`src/hw/rtl/pvng_pkg.sv`:
```
// Package for the per-voice noise gate: field widths, request/result/config
// types, register codes and small helper functions. No dependencies.
package pvng_pkg;

  localparam int VOICES_DEF = 8;

  localparam int VOICE_W = 3;
  localparam int SMP_W   = 16;
  localparam int COEF_W  = 25;
  localparam int HOLD_W  = 16;
  localparam int LVL_W   = 15;
  localparam int ENV_W   = 24;
  localparam int GAIN_W  = 25;

  localparam logic [COEF_W-1:0] ONE_Q24 = 25'h100_0000;

  localparam logic [COEF_W-1:0] ENV_COEF_RST     = 25'd173866;
  localparam logic [COEF_W-1:0] ATTACK_COEF_RST  = 25'd1658643;
  localparam logic [COEF_W-1:0] RELEASE_COEF_RST = 25'd13975;
  localparam logic [HOLD_W-1:0] HOLD_SAMPLES_RST = 16'd480;
  localparam logic [LVL_W-1:0]  OPEN_LEVEL_RST   = 15'd655;
  localparam logic [LVL_W-1:0]  CLOSE_LEVEL_RST  = 15'd492;

  typedef enum logic [2:0] {
    REG_ENV_COEF     = 3'd0,
    REG_ATTACK_COEF  = 3'd1,
    REG_RELEASE_COEF = 3'd2,
    REG_HOLD_SAMPLES = 3'd3,
    REG_OPEN_LEVEL   = 3'd4,
    REG_CLOSE_LEVEL  = 3'd5
  } reg_idx_t;

  typedef struct packed {
    logic [VOICE_W-1:0]      voice;
    logic signed [SMP_W-1:0] sample;
    logic                    voice_active;
    logic                    note_start;
    logic                    key_held;
    logic                    frame_last;
  } gate_req_t;

  typedef struct packed {
    logic signed [SMP_W-1:0] gated_sample;
    logic [GAIN_W-1:0]       gate_gain;
    logic                    frame_last_out;
  } gate_res_t;

  typedef struct packed {
    logic [COEF_W-1:0] env_coef;
    logic [COEF_W-1:0] attack_coef;
    logic [COEF_W-1:0] release_coef;
    logic [HOLD_W-1:0] hold_samples;
    logic [LVL_W-1:0]  open_level;
    logic [LVL_W-1:0]  close_level;
  } gate_cfg_t;

  function automatic logic [COEF_W-1:0] clip_coef(input logic [COEF_W-1:0] c);
    return (c > ONE_Q24) ? ONE_Q24 : c;
  endfunction

  function automatic logic [HOLD_W-1:0] eff_hold(input logic [HOLD_W-1:0] h);
    return (h == '0) ? HOLD_W'(1) : h;
  endfunction

endpackage

```
`src/hw/rtl/pvng_regs.sv`:
```
// APB-style configuration registers of the noise gate.
// Depends on pvng_pkg.
module pvng_regs import pvng_pkg::*; (
  input  logic        clk,
  input  logic        rst,
  input  logic        psel,
  input  logic        penable,
  input  logic        pwrite,
  input  logic [4:0]  paddr,
  input  logic [31:0] pwdata,
  output logic [31:0] prdata,
  output gate_cfg_t   cfg
);

  reg_idx_t idx;

  assign idx = reg_idx_t'(paddr[4:2]);

  always_ff @(posedge clk) begin
    if (rst) begin
      cfg.env_coef     <= ENV_COEF_RST;
      cfg.attack_coef  <= ATTACK_COEF_RST;
      cfg.release_coef <= RELEASE_COEF_RST;
      cfg.hold_samples <= HOLD_SAMPLES_RST;
      cfg.open_level   <= OPEN_LEVEL_RST;
      cfg.close_level  <= CLOSE_LEVEL_RST;
    end else if (psel && penable && pwrite) begin
      case (idx)
        REG_ENV_COEF:     cfg.env_coef     <= pwdata[COEF_W-1:0];
        REG_ATTACK_COEF:  cfg.attack_coef  <= pwdata[COEF_W-1:0];
        REG_RELEASE_COEF: cfg.release_coef <= pwdata[COEF_W-1:0];
        REG_HOLD_SAMPLES: cfg.hold_samples <= pwdata[HOLD_W-1:0];
        REG_OPEN_LEVEL:   cfg.open_level   <= pwdata[LVL_W-1:0];
        REG_CLOSE_LEVEL:  cfg.close_level  <= pwdata[LVL_W-1:0];
        default: ;
      endcase
    end
  end

  always_comb begin
    case (idx)
      REG_ENV_COEF:     prdata = 32'(cfg.env_coef);
      REG_ATTACK_COEF:  prdata = 32'(cfg.attack_coef);
      REG_RELEASE_COEF: prdata = 32'(cfg.release_coef);
      REG_HOLD_SAMPLES: prdata = 32'(cfg.hold_samples);
      REG_OPEN_LEVEL:   prdata = 32'(cfg.open_level);
      REG_CLOSE_LEVEL:  prdata = 32'(cfg.close_level);
      default:          prdata = '0;
    endcase
  end

endmodule

```
`config.mk`:
```
export PLATFORM = sky130hd
export DESIGN_NAME = pvng_regs
export DESIGN_NICKNAME = d
export VERILOG_FILES = /design/src/hw/rtl/pvng_pkg.sv /design/src/hw/rtl/pvng_regs.sv
export SDC_FILE = /design/constraint.sdc
export NUM_CORES = 1
export LEC_CHECK = 0
export BUFFER_PORTS_ARGS = -buffer_cell sky130_fd_sc_hd__buf_2
export CAP_MARGIN = 30
export CORE_ASPECT_RATIO = 0.7
export CORE_UTILIZATION = 25
export DETAILED_ROUTE_END_ITERATION = 12
export GPL_TIMING_DRIVEN = 0
export PLACE_DENSITY = 0.49
export SLEW_MARGIN = 5
export SYNTH_ARGS = -nofsm -noshare
export SYNTH_HDL_FRONTEND = slang
export SYNTH_SLANG_ARGS = --single-unit
```
`constraint.sdc`:
```
create_clock -name clk -period 1.8 [get_ports clk]
set_input_delay 0.45 -clock clk [delete_from_list [all_inputs] [get_ports clk]]
set_output_delay 0.45 -clock clk [all_outputs]
set_load 0.005 [all_outputs]
```
# --- Word-level counts from Yosys, hierarchy flattened ---
# Index checks and enable logic that the tools add are counted.
totals:
  ff_bits: 121
  latch_bits: 0
  mem_bits_rw: 0
  romBits: 0
  inputBits: 42
  output_inout_bits: 153
  wordCells: 21
  n_memories: 0
op_classes:
  add_sub_neg: 0
  multipliers: 0
  div_mod_pow: 0
  n_lt_le_gt_ge: 0
  n_eq_ne: 5
  shift: 0
  n_mux: 1
  bitwise: 0
  reduce_logical: 9
ops:
  columns: ["op", "count"]
  rows:
  - ["$pmux 25 s6", 1]
  - ["$reduce_and 2->1", 6]
  - ["$eq 3x2->1 const B", 2]
  - ["$eq 3x3->1 const B", 2]
  - ["$eq 3x1->1 const B", 1]
  - ["$logic_not 3->1", 1]
  - ["$logic_and 1x1->1", 2]

# --- Logic depth before layout (Yosys ltp) ---
logic_depth:
  ltp_word: 3
  depth_mapped: 6

# --- Least setup slack after synthesis ---
# No wires, ideal clock.
synth_timing:
  path_kind: "in2out"
  start: "input port paddr[2]"
  end: "output port prdata[12]"
  arrival_ns: 1.326
  t_required_ns: 1.350
  slack_ns: 0.024
  stages: 5
  cell_sequence: "buf_6 > buf_2 > mux2_2 > a22oi_1 > o22ai_1"
synth_between:
  elab_chain_cells: 2
synth_lines:
  columns: ["element", "line_no", "rtl"]
  rows:
  - ["from (decl)", "pvng_regs.sv:9", "input logic [4:0] paddr,"]
  - ["$eq 3x3->1 (tied with other cells)", "pvng_regs.sv:41", "case (idx)"]
  - ["$pmux 25 s6 (*)", "pvng_regs.sv:41", null]
  - ["to (decl)", "pvng_regs.sv:11", "output logic [31:0] prdata,"]
# Mark *: on every way between the ends. The rest lies on a longest branch, timed or not.

# --- Worst setup path after layout ---
layout_timing:
  start: "input port paddr[2]"
  end: "output port prdata[9]"
# Same word-level chain as after synthesis.

==> flow_metrics.tcl <==
set metrics [dict create \
    p_int_mw 5.17 \
    die_x_um 184 \
    worst_slew_pin_slew_ns 0.913 \
    detail_route.iter0.violations 699 \
    wire_per_inst_um 22.8 \
    ys_warn_count 0 \
    ios 195 \
    violations "setup timing" \
    rows 46 \
    area_delta_synth_final_pct 47.0 \
    design_area_um2 8540 \
    largest_reg_flops 121 \
    reg_top3 "cfg (121)" \
    arrival_ns 1.56 \
    cts.htree.levels 4 \
    fmax_mhz 497 \
    die_area_um2 23900 \
    hold_path.class "in -> reg" \
    crit_top_cell "buf_12" \
    synth-edff-count 0 \
    relSlewSlack_pct 39.1 \
    comb_power_share_pct 12.7 \
    cts_buffer_depth 2 \
    drv_cap 0 \
    peakVddDrop_uv 677 \
    timing.final.ws_setup_ns -0.211 \
    synthCells 646 \
    dp_hpwl_mm 19.4 \
    yosys_register_bits 121 \
    critPathCaptureType "primary output" \
    final-hold-violation-count 0 \
    p_leak_nw 3.72 \
    crit_path_top_delay_cell "mux2_2" \
    tritoncts "done" \
    synth.avg_cell_area_um2 8.99 \
    regArea_um2 2430 \
    clk_latency_ns 0.42 \
    synthArstFlopShare_pct 0 \
    skew_ns 0 \
    cts.sinks 121 \
    vias 6143 \
    synth.distinct_cells 37 \
    required_ns 1.35 \
    drtAntennaViolNets 0 \
    synthTopCellsByCount "dfxtp_1 (121), mux2i_1 (87), nor2_1 (76)" \
    synth_top_area_share_pct 41.7 \
    synthMostInstantiatedCell "dfxtp_1" \
    path_class "in -> out" \
    fillers 2323 \
    place_congestion 0.881 \
    fp.dieH_um 130 \
    setup_viol 24 \
    synth_top_area_cell "dfxtp_1" \
    grt_pass1_wl_mm 39.0 \
    hold_slack_ns 0.289 \
    grt-ovfl-total 0 \
    drc 0 \
    drt_first_pass_iters 5 \
    start_util_pct 25.6 \
    crit_chain "buf_16, buf_12, buf_12, mux2_2, a22oi_2, o22ai_2, buf_2" \
    io_buffers 176 \
    post-route-period-util_pct 112 \
    clkPwrFrac_pct 48.5 \
    cts_buffers 17 \
    power_density_nw_per_um2 819 \
    yosysSeqAreaShare_pct 41.7 \
    rsz0062_at_grt "true" \
    coreArea_um2 22700 \
    status "finished with violations" \
    swShare_pct 26.0 \
    cts.clk_slew.worst_paths_ns 0.06 \
    grt_pass1_vias 5699 \
    layout_min_cycle_time_ns 2.01 \
    ys.flop_type "dfxtp_1" \
    cts_root_buffer "clkbuf_16" \
    sequentialPowerShare_pct 38.9 \
    critPathMaxFanout 7 \
    drv_slew 0 \
    wl_mm 27.6 \
    grt_max_degree 17 \
    switchingPower_mw 1.82 \
    cpPeakStageDelay_ns 0.34 \
    nets 925 \
    drive_above_1_share_pct 40.3 \
    synth_top_cells_by_area "dfxtp_1 (42%), mux2i_1 (15%), nor2_1 (4.9%)" \
    cp-start-kind "input port" \
    syn_area_um2 5810 \
    vias_per_cell 5.08 \
    largest_register "cfg" \
    antenna_found_initial 1 \
    track_usage_pct 23.1 \
    multi_input_area_um2 3260 \
    placed_cell_area_um2 7100 \
]
-- cells by family after synthesis --
group | share of synthesized area, %
mux | 20.2
buf+inv | 6.05
simple gates | 16.8
compound gates | 15.1
other cells | 0.0646
flops | 41.7
-- layout make-up --
type,count,area share [%]
Tap cell,312,4.57
Sequential cell,121,28.5
Timing Repair Buffer,213,15.5
Clock inverter,9,1.14
Antenna cell,1,0.0293
Clock buffer,23,5.48
Inverter,1,0.0879
Multi-Input combinational cell,464,38.2
Buffer,65,6.49
-- cell usage in the layout (no fill, tap or decap), drive strengths merged --
cell type | synthesis | final
buf | 38 | 249
dfxtp | 121 | 121
mux2i | 87 | 87
nor2 | 78 | 78
a21oi | 54 | 54
nand3 | 53 | 53
o21ai | 52 | 52
clkbuf | 28 | 52
nand2b | 39 | 39
mux2 | 25 | 25
a22oi | 17 | 17
nand2 | 11 | 11
a2bb2oi | 9 | 9
o31ai | 7 | 7
conb | 1 | 7
clkinv | 0 | 6
o221ai | 5 | 5
nor2b | 5 | 5
o22ai | 3 | 3
clkinvlp | 0 | 2
bufinv | 0 | 2
a32oi | 2 | 2
nor3 | 2 | 2
diode | 0 | 1
nor3b | 1 | 1
a221oi | 1 | 1
mux4 | 1 | 1
and2 | 1 | 1
nand4b | 1 | 1
and4b | 1 | 1
nand4 | 1 | 1
and4 | 1 | 1
-- stage by stage --
stage                     util (%)  power (mW)  setup slack (ns)  setup TNS, ns  instances
after floorplan                  -        3.12            0.0240              0        652
after global placement        31.2        3.43            -0.815         -19.26       1140
after detailed placement      31.2        3.43            -0.804         -20.60       1140
after CTS                     37.1        6.95            -0.182          -2.59       1203
after global routing          37.6        7.16            -0.219          -3.41       1208
final                         37.6        6.99            -0.211          -2.61       1209
-- critical path: cells and delay by family --
family	cells	cell delay (ns)
buf+inv	4	0.49
mux	1	0.34
compound gates	2	0.28
-- final timing paths --
| kind | startpoint | slack [ns] | endpoint | cells after the start |
|---|---|---|---|---|
| worst max register to register | cfg[70] | 0.96 | cfg[70] | 2 |
| worst min register to register | cfg[98] | 0.48 | cfg[98] | 2 |
| worst max-delay path | paddr[2] | -0.21 | prdata[9] | 7 |
| worst min-delay path | pwdata[18] | 0.29 | cfg[64] | 3 |
-- layer usage --
metal	wire length [um]	vias to the layer above	global-route usage, %
li1	-	2767	-
met1	13400	2982	34.5
met2	10900	365	32.1
met3	3050	29	6.46
met4	338	0	5.25
met5	0	-	0
-- power by group through the flow --
stage	clock, mW	combinational, mW	sequential, mW
after floorplan	0	0.346	2.77
after global placement	0	0.652	2.77
after detailed placement	0	0.653	2.77
after CTS	3.39	0.847	2.72
after global routing	3.52	0.924	2.72
final	3.39	0.886	2.72
-- timing repair --
item                       4_1_cts  5_1_grt
buffers inserted                28        5
setup endpoints to repair       25       25
hold buffers                     0        0
pin swaps                       12        8
resized for setup              123       16
cloned                           4        2
Power figures use the tool's default switching activity.
